==> src/tod_pkg.sv <==
// constants, command codes and wrap helpers for the time-of-day clock
// no dependencies; used by time_of_day_clock
package tod_pkg;

  localparam int TPS_W = 16;
  localparam int HOUR_W = 5;
  localparam int MIN_W = 6;
  localparam int SEC_W = 6;
  localparam int BTN_W = 6;
  localparam int IN_TDATA_W = 8;
  localparam int OUT_TDATA_W = 24;

  localparam logic [TPS_W-1:0] TPS_RESET = 16'd300;
  localparam logic [5:0] HOURS_PER_DAY = 6'd24;
  localparam logic [5:0] MINUTES_PER_HOUR = 6'd60;
  localparam logic [5:0] SECONDS_PER_MINUTE = 6'd60;

  localparam logic CMD_TICK = 1'b0;
  localparam logic CMD_BUTTONS = 1'b1;

  localparam int BTN_HOUR_UP = 0;
  localparam int BTN_MIN_UP = 1;
  localparam int BTN_SEC_UP = 2;
  localparam int BTN_HOUR_DOWN = 3;
  localparam int BTN_MIN_DOWN = 4;
  localparam int BTN_SEC_DOWN = 5;

  typedef struct packed {
    logic [HOUR_W-1:0] hours;
    logic [MIN_W-1:0] minutes;
    logic [SEC_W-1:0] seconds;
  } tod_time_t;

  function automatic logic [5:0] wrap_up(input logic [5:0] v, input logic [5:0] modulus);
    logic [6:0] s;
    s = {1'b0, v} + 7'd1;
    return (s >= {1'b0, modulus}) ? 6'd0 : s[5:0];
  endfunction

  function automatic logic [5:0] wrap_down(input logic [5:0] v, input logic [5:0] modulus);
    logic [5:0] top;
    top = modulus - 6'd1;
    return (v == 6'd0 || v > top) ? top : v - 6'd1;
  endfunction

endpackage

==> src/time_of_day_clock.sv <==
// 24-hour time-of-day clock with prescaled tick input and six set buttons
// depends on tod_pkg
// a beat waits in the input register, and its result then waits in the result register
// one beat per cycle unless the output stalls; each state update is one short pass of logic
// rst (synchronous) clears the time, prescaler, button history and both stages,
// and sets ticks_per_second to 300
module time_of_day_clock (
  input  logic                               clk,
  input  logic                               rst,
  input  logic                               cfg_wr_en,
  input  logic [tod_pkg::TPS_W-1:0]          cfg_wr_data,
  input  logic                               s_axis_tvalid,
  output logic                               s_axis_tready,
  input  logic [tod_pkg::IN_TDATA_W-1:0]     s_axis_tdata,  // buttons[5:0], zero pad
  input  logic                               s_axis_tuser,  // command
  output logic                               m_axis_tvalid,
  input  logic                               m_axis_tready,
  output logic [tod_pkg::OUT_TDATA_W-1:0]    m_axis_tdata,  // hours, minutes, seconds, pad
  output logic                               m_axis_tuser   // display_update
);

  logic [tod_pkg::TPS_W-1:0] ticks_per_second;
  logic [tod_pkg::TPS_W-1:0] prescaler, prescaler_next;
  logic [tod_pkg::BTN_W-1:0] previous_buttons, previous_buttons_next;
  tod_pkg::tod_time_t        now, now_next;
  logic                      update_next;

  logic                      in_valid;
  logic                      in_command;
  logic [tod_pkg::BTN_W-1:0] in_buttons;

  logic                      adv_out;
  logic                      adv_in;

  tod_pkg::tod_time_t        out_time;
  logic                      out_update;

  assign adv_out = in_valid && (!m_axis_tvalid || m_axis_tready);
  assign s_axis_tready = !in_valid || adv_out;
  assign adv_in = s_axis_tvalid && s_axis_tready;

  always_ff @(posedge clk) begin
    if (rst) begin
      ticks_per_second <= tod_pkg::TPS_RESET;
    end else if (cfg_wr_en) begin
      ticks_per_second <= cfg_wr_data;
    end
  end

  // input register
  always_ff @(posedge clk) begin
    if (rst) begin
      in_valid <= 1'b0;
    end else if (s_axis_tready) begin
      in_valid <= adv_in;
    end
  end

  always_ff @(posedge clk) begin
    if (adv_in) begin
      in_command <= s_axis_tuser;
      in_buttons <= s_axis_tdata[tod_pkg::BTN_W-1:0];
    end
  end

  // state update for the beat in the input register
  always_comb begin
    logic [tod_pkg::TPS_W-1:0] pre_inc;
    logic [tod_pkg::BTN_W-1:0] fell;
    logic [5:0]                h, m, s;
    pre_inc = prescaler + 16'd1;
    fell = previous_buttons & ~in_buttons;
    h = {1'b0, now.hours};
    m = now.minutes;
    s = now.seconds;
    prescaler_next = prescaler;
    previous_buttons_next = previous_buttons;
    update_next = 1'b0;
    if (in_command == tod_pkg::CMD_TICK) begin
      if (pre_inc >= ticks_per_second) begin
        prescaler_next = '0;
        update_next = 1'b1;
        s = tod_pkg::wrap_up(s, tod_pkg::SECONDS_PER_MINUTE);
        if (s == 6'd0) begin
          m = tod_pkg::wrap_up(m, tod_pkg::MINUTES_PER_HOUR);
          if (m == 6'd0) begin
            h = tod_pkg::wrap_up(h, tod_pkg::HOURS_PER_DAY);
          end
        end
      end else begin
        prescaler_next = pre_inc;
      end
    end else begin
      if (fell[tod_pkg::BTN_HOUR_UP]) h = tod_pkg::wrap_up(h, tod_pkg::HOURS_PER_DAY);
      if (fell[tod_pkg::BTN_MIN_UP]) m = tod_pkg::wrap_up(m, tod_pkg::MINUTES_PER_HOUR);
      if (fell[tod_pkg::BTN_SEC_UP]) s = tod_pkg::wrap_up(s, tod_pkg::SECONDS_PER_MINUTE);
      if (fell[tod_pkg::BTN_HOUR_DOWN]) h = tod_pkg::wrap_down(h, tod_pkg::HOURS_PER_DAY);
      if (fell[tod_pkg::BTN_MIN_DOWN]) m = tod_pkg::wrap_down(m, tod_pkg::MINUTES_PER_HOUR);
      if (fell[tod_pkg::BTN_SEC_DOWN]) s = tod_pkg::wrap_down(s, tod_pkg::SECONDS_PER_MINUTE);
      update_next = (fell != '0);
      previous_buttons_next = in_buttons;
    end
    now_next.hours = h[tod_pkg::HOUR_W-1:0];
    now_next.minutes = m;
    now_next.seconds = s;
  end

  always_ff @(posedge clk) begin
    if (rst) begin
      prescaler <= '0;
      previous_buttons <= '0;
      now <= '0;
    end else if (adv_out) begin
      prescaler <= prescaler_next;
      previous_buttons <= previous_buttons_next;
      now <= now_next;
    end
  end

  // result register
  always_ff @(posedge clk) begin
    if (rst) begin
      m_axis_tvalid <= 1'b0;
    end else if (!m_axis_tvalid || m_axis_tready) begin
      m_axis_tvalid <= in_valid;
    end
  end

  always_ff @(posedge clk) begin
    if (adv_out) begin
      out_time <= now_next;
      out_update <= update_next;
    end
  end

  assign m_axis_tdata = {7'd0, out_time.seconds, out_time.minutes, out_time.hours};
  assign m_axis_tuser = out_update;

  a_time_range: assert property (@(posedge clk) disable iff (rst)
    now.hours < 5'd24 && now.minutes < 6'd60 && now.seconds < 6'd60)
    else $error("time out of range");

  a_prescaler_below_max: assert property (@(posedge clk) disable iff (rst)
    prescaler != 16'hFFFF)
    else $error("prescaler reached its maximum");

  a_result_matches_state: assert property (@(posedge clk) disable iff (rst)
    adv_out |=> (out_time == now))
    else $error("result does not match updated time");

  a_tick_keeps_buttons: assert property (@(posedge clk) disable iff (rst)
    adv_out && in_command == tod_pkg::CMD_TICK |=> $stable(previous_buttons))
    else $error("tick changed button history");

endmodule

==> config.mk <==
export PLATFORM = sky130hd
export DESIGN_NAME = time_of_day_clock
export DESIGN_NICKNAME = d
export VERILOG_FILES = /design/src/tod_pkg.sv /design/src/time_of_day_clock.sv
export SDC_FILE = /design/constraint.sdc
export NUM_CORES = 1
export LEC_CHECK = 0
export BUFFER_PORTS_ARGS = -buffer_cell sky130_fd_sc_hd__buf_2
export CORE_MARGIN = 2
export CORE_UTILIZATION = 54
export DETAILED_ROUTE_END_ITERATION = 7
export GPL_TIMING_DRIVEN = 0
export PLACE_DENSITY = 0.77
export SLEW_MARGIN = 20
export SYNTH_ARGS = -nofsm -noshare
export SYNTH_HDL_FRONTEND = slang
export SYNTH_SLANG_ARGS = --single-unit
==> constraint.sdc <==
create_clock -name clk -period 3.37 [get_ports clk]
set_input_delay 0.8425 -clock clk [delete_from_list [all_inputs] [get_ports clk]]
set_output_delay 0.8425 -clock clk [all_outputs]
set_load 0.1 [all_outputs]
# Word-level counts from Yosys, hierarchy flattened
# Index checks and enable logic that the tools add are counted.
# word_totals
ff_bits	82
in_bits	30
out_inout_bits	27
word_cells	75
# classes
n_addsub	7
order_cmp	7
muxes	27
n_bitwise	3
n_reduce_logical	17
# ops
op	count
$mux 6	18
$logic_not 6->1	5
$mux 5	6
$add 16x1->16 const B	1
$ge 16x16->1	1
$mux 16	1
$add 6x1->7 const B	2
$ge 7x6->1 const B	2
$gt 6x6->1 const B	2
$sub 6x1->6 const B	2
$add 5x1->6 const B	1
$and 6x6->6	1
$ge 6x5->1 const B	1
$gt 6x5->1 const B	1
$not 6->6	1
$reduce_bool 6->1	1
$logic_or 1x1->1	5
$sub 5x1->5 const B	1
$reduce_and 2->1	2
$logic_and 1x1->1	2
$logic_not 1->1	2
$mux 1	2
$not 1->1	1

# Longest topological paths before layout
# Gate-level depths: netlist (run 1).
# logic_depth
word_depth	10
mapped_depth	17
ltp_nobuf	15

# Worst setup path before layout (run 1)
# OpenSTA, ideal clock, no wires.
# synth_path
path_kind	flip-flop to flip-flop
from	register prescaler[0] (netlist name)
to	register prescaler[7] (netlist name)
setup_ps	70
t_arrival_ps	3617
t_required_ps	3300
slack_ps	-317
stages_incl_launch_ff	18
n_path_buf	3
synth_period_minus_slack_ps	3687
cell_sequence	dfxtp_1 ha_1 and3_1 and3_1 and3_1 clkbuf_1 nand3_1 nor2_1 xor2_1 ha_1 nand4_1 a211oi_1 a311o_1 clkbuf_1 nor2_1 clkbuf_1 nand3b_1 a21oi_1
# synth_via
elab_chain_len	3
# synth_lines
element	line	text
start, declared	time_of_day_clock.sv:23	logic [tod_pkg::TPS_W-1:0] prescaler, prescaler_next;
start signal, assigned	time_of_day_clock.sv:114	prescaler <= prescaler_next;
$add 16x1->16 *	time_of_day_clock.sv:71	pre_inc = prescaler + 16'd1;
$ge 16x16->1	time_of_day_clock.sv:80	if (pre_inc >= ticks_per_second) begin
$mux 16 *	time_of_day_clock.sv:80	
# Every way passes the cells marked *; elsewhere a longest branch is shown, timed or not.
# A chain may end at the register's enable or synchronous reset.

# Worst setup path after layout (run 1)
# layout_path
from	register prescaler[1] (netlist name)
to	register prescaler[8] (netlist name)
# The elaborated chain is that of the path after synthesis.

==> results of run 1 <==
## cell families (layout without fill, tap and decap cells)
family          Yosys count  after routing
fa+ha+maj                27             27
flops                    82             82
other cells               1              7
simple gates            252            252
compound gates          189            189
mux                      19             19
xor+xnor                 23             23
buf+inv                  87            177
## worst max path at each step
stage	end	slack [ns]	cells past startpoint	start
2_1_floorplan	now[8]$_SDFFE_PP0P_	0.007	15	prescaler[2]$_SDFFE_PP0P_
3_3_place_gp	now[13]$_SDFFE_PP0P_	-0.73	17	prescaler[0]$_SDFFE_PP0P_
3_5_place_dp	now[13]$_SDFFE_PP0P_	-0.77	17	prescaler[0]$_SDFFE_PP0P_
4_1_cts	m_axis_tdata[2]$_DFFE_PP_	-0.16	16	prescaler[0]$_SDFFE_PP0P_
5_1_grt	prescaler[9]$_SDFFE_PP0P_	-0.28	17	prescaler[1]$_SDFFE_PP0P_
6_report	prescaler[8]$_SDFFE_PP0P_	-0.17	17	prescaler[1]$_SDFFE_PP0P_
## placed cells by master (no fill, tap or decap), types with 9 or more instances in the layout
cell type   n
ha_1       26
o21ai_0    29
nand3_1    20
clkbuf_8   12
buf_2      55
mux2i_1    16
a21oi_1    37
inv_1      30
a31oi_1     9
nand2b_1   16
edfxtp_1   25
nand2_1    71
xor2_1     12
dfxtp_1    52
nor2_1     54
clkbuf_1   26
nand3b_1   10
buf_4      32
nor2b_1    10
## area by class of cell
cell class	count	area [um^2]
Multi-Input combinational cell	517	3740
Fill cell	857	3360
Sequential cell	82	1910
Timing Repair Buffer	75	487
Buffer	55	307
Tap cell	136	170
Clock buffer	10	138
Inverter	31	116
Clock inverter	6	48.8
## flip-flops by register name, indices dropped and copies added (netlist names)
register          cells
previous_buttons      6
prescaler            16
m_axis_tvalid         1
ticks_per_second     16
in_command            1
in_buttons            6
now                  17
in_valid              1
m_axis_tdata         17
m_axis_tuser          1
## repair_timing
item,CTS,global route
pin swaps,21,25
gates cloned,1,1
gates resized for setup,54,36
setup endpoints to repair,51,51
buffers inserted,15,13
## routing by layer
layer / track usage [%] / up-vias
met5: 0 / -
met4: 13.5 / 0
met3: 3.74 / 59
met2: 49.0 / 303
met1: 34.4 / 2600
li1: - / 2641
## power groups by stage
stage / sequential (mW) / clock (mW) / combinational [mW]
3_5_place_dp: 1.11 / 0 / 0.478
4_1_cts: 1.08 / 0.708 / 0.495
6_report: 1.08 / 0.707 / 0.510
2_1_floorplan: 1.19 / 0 / 0.290
3_3_place_gp: 1.11 / 0 / 0.466
5_1_grt: 1.09 / 0.746 / 0.545
## per-stage QoR
step	total power, mW	std cells	instance area, um^2	TNS (ns)
detailed placement	1.59	867	6130	-28.08
finish	2.30	912	6910	-4.58
global placement	1.57	867	6130	-23.55
floorplan	1.48	686	5740	0
global route	2.38	912	6910	-10.96
CTS	2.29	899	6670	-2.66
## worst max-delay path, cell delays in order, from the launching register on
cell       delay [ns]
dfxtp_4          0.39
ha_4             0.13
and3_4           0.18
and3_4           0.19
and3_4           0.23
nand3_4          0.10
nor2_4           0.13
xor2_2           0.19
ha_1             0.27
nand4_1          0.17
a211oi_2         0.06
a311o_2          0.53
clkbuf_16        0.20
buf_4            0.14
nor2_4           0.11
clkbuf_8         0.18
nand3b_1         0.08
a21oi_1          0.16
==> results.ini, run 1 <==
[run_status]
outcome = finished, violations left
violations = setup timing

[route]
vias = 5603
ant_nets = 0
drc = 0
drt_pre_antenna_iters = 5
dr_wl_met2_um = 7910
routed.top_layer = met4
wl_met1_um = 6660
wl_met3_um = 1140
vias_per_cell = 6.14
routed_wirelength_um = 16400
drt_first_iter_violations = 391
wire_per_inst_um = 18.0

[die]
die_area_um2 = 11300
placementRows = 37
die_y_um = 106
die_w_um = 106
io_pins = 57
coreArea_um2 = 10300
start_util_pct = 55.2

[clock_tree]
clkSinkCount = 82
cts_inserted_buffers = 9
worstSkewPairLatency_ns = 0.38
cts_tree = built
h-tree-depth = 3
ctsLongestPathBuffers = 2
cts_root_buf = clkbuf_8
clk_pin_slew_ns = 0.09
cts_hold_repair.buffers = 0

[logic_synthesis]
synth.largest_area_cell = dfxtp_1
yosys.cell_types.count = 81
synth_mux_area_share_pct = 3.42
ys_warn_count = 0
synthTopCellsByCount = nand2_1 (74), nor2_1 (58), dfxtp_1 (57)
yosysMostFrequentCell = nand2_1
synth_fa_ha_area_share_pct = 5.96
synth_area_leaders = dfxtp_1 (20%), edfxtp_1 (13%), ha_1 (6.0%)
syn_area_um2 = 5670
synth_edf_count = 25
synth_top_family_by_area = compound AO/OA/AOI/OAI gates
netlist.area_leader.share_pct = 20.1
yosysSeqAreaShare_pct = 33.4
yosys.area_share.simple_pct = 22.2
synth-compound-area-share_pct = 24.8
ys_async_sr_fraction_pct = 0
synthFlopType = dfxtp_1
ys_ff_latch = 82
synth_cells = 680
syn_area_per_cell_um2 = 8.34
synthXorXnorAreaFrac_pct = 3.55

[place]
gp_congestion = 0.962
pre_cts_ws_ns = -0.773
hpwl_um = 11200
numPortBuffers = 45

[timing]
period_minus_slack_ns = 3.54
hold_viol = 0
worst_pin_slew_ns = 0.885
fin_skew_ns = 0.00949
fin_crit_sh_pct = 105
worst_slack_ns = -0.170
holdWs_ns = 0.458
setup_viol = 48
rsz0062_at_grt = true
max-slew-margin-rel_pct = 40.7
fmax_mhz = 283
maxSlewViolCount = 0

[worst_setup_path]
cp.required_ns = 3.67
arrival_ns = 3.84
endpoint_kind = flop
r2r_end = prescaler[8]$_SDFFE_PP0P_
rrSetupSlack_ns = -0.17
ff2ff_path_depth = 17
start_kind = flop
cp_max_fo = 10
critical_path_class = reg2reg
rr_startpoint = prescaler[1]$_SDFFE_PP0P_

[final_layout]
final_nets = 828
antenna_cells = 0
final_util_pct = 67.3
area_growth_pct = 22.0
drive_above_1_share_pct = 25.9

[global_route]
gr-total-overflow = 0
grt.total_usage_pct = 28.2
grt_pass1_vias = 5287
grt_pass1_wl_um = 25400
antenna_found_initial = 0
grt_max_degree = 28

[worst_hold_path]
hold_depth = 2
min_from = previous_buttons[5]$_SDFFE_PP0P_
hold_path.class = reg2reg
hold_end = previous_buttons[5]$_SDFFE_PP0P_

[pwr]
p_sw_share_pct = 34.6
power_density_nw_per_um2 = 333
pwr-share-comb_pct = 22.2
p_leak_nw = 2.80
clkPwrFrac_pct = 30.8
ir_drop_mv = 0.222
p_sw_uw = 796
p_int_mw = 1.50
seqPwrFrac_pct = 47.1

[job]
cap_violations = 0

Note: power is estimated with default switching activity, not from simulation.
==> inputs of run 2 (changes only) <==
PLACE_DENSITY = 0.86   (was 0.77)
==> run 2 against run 1 <==
The run still ends with setup timing left. Routed wire length grew 5.4%. Final area grew 2.6%. Setup slack got worse by 0.069 ns. Critical path depth is 1 higher. Utilization is 1.8 points higher. Total power up 0.97%. Worst hold slack gained 0.0069 ns. Global-route usage up 0.48 points. Sequential power hardly changed. Highest routed layer unchanged.
==> results.ini, run 2 (synthesized netlist as in run 1, its figures left out) <==
[route]
ant_nets = 0  ; unchanged
vias_per_cell = 6.35  ; was 6.14
drc = 0  ; unchanged
drt_first_iter_violations = 489  ; was 391
routed_wirelength_um = 17300  ; was 16400 um
wire_per_inst_um = 18.9  ; was 18.0 um
vias = 5819  ; was 5603
drt_pre_antenna_iters = 5  ; unchanged

[die]
die_area_um2 = 11300  ; unchanged
die_w_um = 106  ; unchanged
io_pins = 57  ; unchanged
start_util_pct = 55.2  ; unchanged
placementRows = 37  ; unchanged
die_y_um = 106  ; unchanged
coreArea_um2 = 10300  ; unchanged

[worst_setup_path]
endpoint_kind = flop  ; unchanged
r2r_end = prescaler[9]$_SDFFE_PP0P_  ; was prescaler[8]$_SDFFE_PP0P_
cp.required_ns = 3.67  ; about the same
arrival_ns = 3.91  ; was 3.84 ns
start_kind = flop  ; unchanged
cp_max_fo = 10  ; unchanged
rrSetupSlack_ns = -0.24  ; was -0.17 ns
ff2ff_path_depth = 18  ; was 17
critical_path_class = reg2reg  ; unchanged
rr_startpoint = prescaler[0]$_SDFFE_PP0P_  ; was prescaler[1]$_SDFFE_PP0P_

[pwr]
power_density_nw_per_um2 = 327  ; was 333 nW/um^2
p_int_mw = 1.53  ; was 1.50 mW
p_leak_nw = 2.85  ; was 2.80 nW
pwr-share-comb_pct = 22.9  ; was 22.2%
p_sw_uw = 796  ; about the same
clkPwrFrac_pct = 30.4  ; was 30.8%
total_power_mw = 2.32  ; was 2.30 mW
ir_drop_mv = 0.339  ; was 0.222 mV
seqPwrFrac_pct = 46.7  ; was 47.1%
p_sw_share_pct = 34.3  ; was 34.6%

[timing]
maxSlewViolCount = 0  ; unchanged
worst_pin_slew_ns = 1.26  ; was 0.885 ns
max-slew-margin-rel_pct = 15.3  ; was 40.7%
worst_slack_ns = -0.239  ; was -0.170 ns
fin_crit_sh_pct = 107  ; was 105%
rsz0062_at_grt = true  ; unchanged
hold_viol = 0  ; unchanged
fin_skew_ns = 0.0101  ; was 0.00949 ns
period_minus_slack_ns = 3.61  ; was 3.54 ns
setup_viol = 47  ; was 48
fmax_mhz = 277  ; was 283 MHz

[clock_tree]
cts_root_buf = clkbuf_8  ; unchanged
ctsLongestPathBuffers = 2  ; unchanged
cts_tree = built  ; unchanged
cts_inserted_buffers = 9  ; unchanged
clkSinkCount = 82  ; unchanged
worstSkewPairLatency_ns = 0.39  ; was 0.38 ns
clk_pin_slew_ns = 0.09  ; about the same
h-tree-depth = 3  ; unchanged

[final_layout]
n_fill_cell = 776  ; was 857
final_nets = 832  ; was 828
area_growth_pct = 25.2  ; was 22.0%
drive_above_1_share_pct = 28.5  ; was 25.9%
final_cell_mix = nand2_1 (70), buf_2 (55), nor2_1 (52), dfxtp_1 (51), buf_4 (38)  ; was nand2_1 (71), buf_2 (55), nor2_1 (54), dfxtp_1 (52), a21oi_1 (37)
final_util_pct = 69.0  ; was 67.3%
instances_no_fill = 916  ; was 912
final_common_cell = nand2_1  ; unchanged
antenna_cells = 0  ; unchanged
fin_area_um2 = 7100  ; was 6910 um^2

[global_route]
grt_pass1_vias = 5332  ; was 5287
grt_pass1_wl_um = 25700  ; was 25400 um
grt_max_degree = 28  ; unchanged
gr-total-overflow = 0  ; unchanged
grt.total_usage_pct = 28.7  ; was 28.2%
antenna_found_initial = 0  ; unchanged

[place]
gp_congestion = 0.912  ; was 0.962
dp.cells = 867  ; unchanged
dpl_cell_area_um2 = 6130  ; unchanged
pre_cts_ws_ns = -0.726  ; was -0.773 ns
hpwl_um = 11300  ; was 11200 um
numPortBuffers = 45  ; unchanged

[job]
cap_violations = 0  ; unchanged

[worst_hold_path]
min_from = previous_buttons[5]$_SDFFE_PP0P_  ; unchanged
hold_path.class = reg2reg  ; unchanged
hold_depth = 2  ; unchanged
hold_end = previous_buttons[5]$_SDFFE_PP0P_  ; unchanged

[run_status]
outcome = finished, violations left  ; unchanged
violations = setup timing  ; unchanged

-- run 2: stage by stage --
| step | hold slack [ns] | setup TNS, ns |
|---|---|---|
| CTS | 0.465 | -4.93 |
| finish | 0.465 | -5.52 |
| detailed placement | 0.453 | -28.78 |
| global route | 0.499 | -11.47 |
| global placement | 0.440 | -21.44 |
| floorplan | 0.432 | 0 |
-- run 2: timing repair --
action | in CTS | in global routing
gates resized for setup | 51 | 69
hold buffers | 0 | 0
gates cloned | 1 | 0
pin swaps | 17 | 40
setup endpoints to repair | 51 | 51
buffers inserted | 10 | 25
-- run 2: how the worst max path moves through the flow --
stage / start / slack [ns] / cells after the start / endpoint
after floorplan: prescaler[2]$_SDFFE_PP0P_ / 0.007 / 15 / now[8]$_SDFFE_PP0P_
after global placement: prescaler[2]$_SDFFE_PP0P_ / -0.63 / 16 / now[13]$_SDFFE_PP0P_
after detailed placement: prescaler[2]$_SDFFE_PP0P_ / -0.73 / 16 / now[7]$_SDFFE_PP0P_
after CTS: prescaler[0]$_SDFFE_PP0P_ / -0.22 / 17 / m_axis_tdata[2]$_DFFE_PP_
after global routing: prescaler[1]$_SDFFE_PP0P_ / -0.45 / 18 / prescaler[9]$_SDFFE_PP0P_
final: prescaler[0]$_SDFFE_PP0P_ / -0.24 / 18 / prescaler[9]$_SDFFE_PP0P_
-- run 2: area by class of cell --
cell class | count | area [um^2] | area share (%)
Sequential cell | 82 | 1910 | 26.9
Buffer | 54 | 304 | 4.28
Clock inverter | 4 | 25.0 | 0.353
Inverter | 31 | 116 | 1.64
Tap cell | 136 | 170 | 2.40
Multi-Input combinational cell | 517 | 3890 | 54.9
Clock buffer | 12 | 155 | 2.19
Timing Repair Buffer | 80 | 519 | 7.32
-- run 2: metal layers --
| layer | track usage [%] | up-vias | part of all wire (%) |
|---|---|---|---|
| met4 | 14.9 | 0 | 4.6 |
| met3 | 4.60 | 75 | 7.6 |
| met5 | 0 | - | 0 |
| li1 | - | 2644 | - |
| met2 | 48.1 | 317 | 48 |
| met1 | 35.5 | 2783 | 40 |
-- run 2: critical path, stage by stage, from the launching register on --
cell and delay (ns):
dfxtp_4 0.39, ha_4 0.14, and3_4 0.19, and3_4 0.18, and3_4 0.23, nand3_4 0.11, nor2_4 0.15, xor2_2 0.17
ha_1 0.28, nand4_1 0.15, buf_4 0.15, a21oi_4 0.04, a311o_2 0.44, clkbuf_8 0.21, buf_6 0.13, nor2_4 0.10
clkbuf_8 0.18, nand3b_1 0.08, a21oi_1 0.20
-- run 2: power groups by stage --
stage	logic (mW)	registers (mW)	clock network, mW
after floorplan	0.290	1.19	0
after global placement	0.467	1.11	0
after detailed placement	0.478	1.11	0
after CTS	0.493	1.09	0.697
after global routing	0.566	1.09	0.745
final	0.532	1.08	0.705
==> inputs of run 3 (changes only) <==
CORE_UTILIZATION = 60   (was 54)
PLACE_DENSITY = 0.9   (was 0.86)
clock period = 3.6 ns   (was 3.37 ns; I/O delays follow)
==> run 3 against run 2 <==
The flow still finishes with violations (setup timing). Worst hold slack better by 0.0088 ns. Setup slack better by 0.068 ns. Fmax down 4.3%. Via count is 3.1% lower. Critical path depth fell by 2. Utilization rose by 3.4 points. Routed wire length fell by 7.8%. Clock power fell by 3.0%. Sequential cell count unchanged. Critical endpoint is now now[10]$_SDFFE_PP0P_.
==> results.ini, run 3 (synthesized netlist as in run 1, its figures left out) <==
[worst_setup_path]
start_kind = flop  ; unchanged
ff2ff_path_depth = 16  ; was 18
critical_path_class = reg2reg  ; unchanged
cp.required_ns = 3.93  ; was 3.67 ns
cp_max_fo = 6  ; was 10
arrival_ns = 4.10  ; was 3.91 ns
rrSetupSlack_ns = -0.17  ; was -0.24 ns
endpoint_kind = flop  ; unchanged
crit_chain = nand3_4 > nor2_4 > and3_4 > and3_2 > nand3_1 > xnor2_1 > ha_1 > a21oi_1 > a21oi_1 > a311o_2 > buf_4 > buf_4 > o2111a_1 > or3_1 > a21oi_2 > a31o_2  ; was ha_4 > and3_4 > and3_4 > and3_4 > nand3_4 > nor2_4 > xor2_2 > ha_1 > nand4_1 > buf_4 > a21oi_4 > a311o_2 > clkbuf_8 > buf_6 > nor2_4 > clkbuf_8 > nand3b_1 > a21oi_1
rr_startpoint = prescaler[2]$_SDFFE_PP0P_  ; was prescaler[0]$_SDFFE_PP0P_
crit_buf_inv = 2  ; was 4
crit_slowest_cell = a311o_2  ; unchanged
slowest_delay_ns = 0.48  ; was 0.44 ns
cp_top_family = simple AND/OR/NAND/NOR gates  ; unchanged
r2r_end = now[10]$_SDFFE_PP0P_  ; was prescaler[9]$_SDFFE_PP0P_

[final_layout]
final_util_pct = 72.5  ; was 69.0%
final_common_cell = nand2_1  ; unchanged
drive_above_1_share_pct = 22.5  ; was 28.5%
instances_no_fill = 876  ; was 916
final_cell_mix = nand2_1 (73), buf_2 (57), nor2_1 (55), dfxtp_1 (53), a21oi_1 (39)  ; was nand2_1 (70), buf_2 (55), nor2_1 (52), dfxtp_1 (51), buf_4 (38)
final_nets = 817  ; was 832
antenna_cells = 0  ; unchanged
n_fill_cell = 702  ; was 776
area_growth_pct = 17.6  ; was 25.2%

[global_route]
grt_max_degree = 28  ; unchanged
antenna_found_initial = 0  ; unchanged
gr-total-overflow = 0  ; unchanged
grt_pass1_wl_um = 25200  ; was 25700 um
grt_pass1_vias = 5245  ; was 5332
grt.total_usage_pct = 31.2  ; was 28.7%

[timing]
worst_pin_slew_ns = 1.12  ; was 1.26 ns
rsz0062_at_grt = true  ; unchanged
fin_skew_ns = 0.00976  ; was 0.0101 ns
period_minus_slack_ns = 3.77  ; was 3.61 ns
holdWs_ns = 0.473  ; was 0.465 ns
hold_viol = 0  ; unchanged
worst_slack_ns = -0.171  ; was -0.239 ns
maxSlewViolCount = 0  ; unchanged
fmax_mhz = 265  ; was 277 MHz
setup_viol = 24  ; was 47
max-slew-margin-rel_pct = 24.9  ; was 15.3%
fin_crit_sh_pct = 105  ; was 107%

[clock_tree]
clk_pin_slew_ns = 0.10  ; was 0.09 ns
ctsLongestPathBuffers = 2  ; unchanged
cts_tree = built  ; unchanged
clkSinkCount = 82  ; unchanged
worstSkewPairLatency_ns = 0.38  ; was 0.39 ns
cts_inserted_buffers = 9  ; unchanged
h-tree-depth = 3  ; unchanged
cts_root_buf = clkbuf_8  ; unchanged

[route]
drc = 0  ; unchanged
vias_per_cell = 6.44  ; was 6.35
ant_nets = 0  ; unchanged
wire_per_inst_um = 18.2  ; was 18.9 um
vias = 5640  ; was 5819
drt_first_iter_violations = 545  ; was 489
drt_pre_antenna_iters = 5  ; unchanged
routed_wirelength_um = 15900  ; was 17300 um

[pwr]
ir_drop_mv = 0.222  ; was 0.339 mV
power_density_nw_per_um2 = 326  ; was 327 nW/um^2
p_leak_nw = 2.69  ; was 2.85 nW

[job]
cap_violations = 0  ; unchanged

[place]
hpwl_um = 10800  ; was 11300 um
pre_cts_ws_ns = -0.902  ; was -0.726 ns
gp_congestion = 0.974  ; was 0.912
dp.cells = 842  ; was 867
numPortBuffers = 45  ; unchanged

[worst_hold_path]
hold_end = previous_buttons[1]$_SDFFE_PP0P_  ; was previous_buttons[5]$_SDFFE_PP0P_
min_from = previous_buttons[1]$_SDFFE_PP0P_  ; was previous_buttons[5]$_SDFFE_PP0P_
hold_path.class = reg2reg  ; unchanged
hold_depth = 2  ; unchanged

[die]
placementRows = 35  ; was 37
die_w_um = 101  ; was 106 um
coreArea_um2 = 9200  ; was 10300 um^2
io_pins = 57  ; unchanged
start_util_pct = 61.6  ; was 55.2%
die_y_um = 101  ; was 106 um
die_area_um2 = 10200  ; was 11300 um^2

[run_status]
outcome = finished, violations left  ; unchanged
violations = setup timing  ; unchanged

==> run 3: changes by cell type in the layout (fill, tap and decap cells not counted), moves of 4 or more <==
cell and change:
a21oi_1 +4, buf_4 -13, buf_6 -4, nand3_1 +4
==> run 3: cell type report <==
cell class                      instances  area (um^2)  area share (%)
Clock buffer                           10          149            2.23
Tap cell                              111          139            2.08
Clock inverter                          6         43.8           0.657
Sequential cell                        82         1900            28.5
Inverter                               31          116            1.75
Multi-Input combinational cell        517         3650            54.7
Buffer                                 54          290            4.36
Timing Repair Buffer                   65          377            5.65
==> run 3: power by group <==
| group | total, mW | leakage, nW | switching [mW] | internal [mW] |
|---|---|---|---|---|
| Clock | 0.684 | 0.103 | 0.385 | 0.299 |
| Sequential | 1.02 | 0.710 | 0.0229 | 0.994 |
| Combinational | 0.469 | 1.87 | 0.333 | 0.135 |
| Total | 2.17 | 2.69 | 0.741 | 1.43 |
==> run 3: per-layer routing <==
metal  track usage, %  part of all wire [%]
met1             38.9                    40
met5                0                     0
met4             15.5                   4.8
met2             52.8                    47
met3             4.62                   8.0
==> run 3: what timing repair did <==
item | 4_1_cts | 5_1_grt
endpoints found under the setup margin | 51 | 50
cloned | 0 | 2
setup buffers | 6 | 12
hold buffers | 0 | 0
pin swaps | 7 | 18
gates resized for setup | 38 | 29
==> run 3: worst max path at each step <==
| stage | startpoint | end | cells past startpoint |
|---|---|---|---|
| 2_1_floorplan | prescaler[0]$_SDFFE_PP0P_ | now[6]$_SDFFE_PP0P_ | 17 |
| 3_3_place_gp | prescaler[0]$_SDFFE_PP0P_ | m_axis_tdata[15]$_DFFE_PP_ | 16 |
| 3_5_place_dp | prescaler[0]$_SDFFE_PP0P_ | m_axis_tdata[15]$_DFFE_PP_ | 16 |
| 4_1_cts | prescaler[0]$_SDFFE_PP0P_ | now[0]$_SDFFE_PP0P_ | 16 |
| 5_1_grt | prescaler[2]$_SDFFE_PP0P_ | now[10]$_SDFFE_PP0P_ | 16 |
| 6_report | prescaler[2]$_SDFFE_PP0P_ | now[10]$_SDFFE_PP0P_ | 16 |
==> run 3: metrics by stage <==
step,TNS [ns],instance area (um^2),power [mW]
final,-1.96,6670,2.17
after CTS,-0.0241,6440,2.14
after detailed placement,-36.24,6060,1.48
after floorplan,0,5690,1.38
after global routing,-5.91,6670,2.23
after global placement,-26.36,6060,1.47
==> run 3: worst reg2reg max path, stage by stage (launching register included) <==
cell and delay, ns:
dfxtp_2 0.42, nand3_4 0.14, nor2_4 0.15, and3_4 0.23, and3_2 0.26, nand3_1 0.14, xnor2_1 0.29, ha_1 0.32
a21oi_1 0.17, a21oi_1 0.11, a311o_2 0.48, buf_4 0.18, buf_4 0.13, o2111a_1 0.11, or3_1 0.34, a21oi_2 0.15
a31o_2 0.11
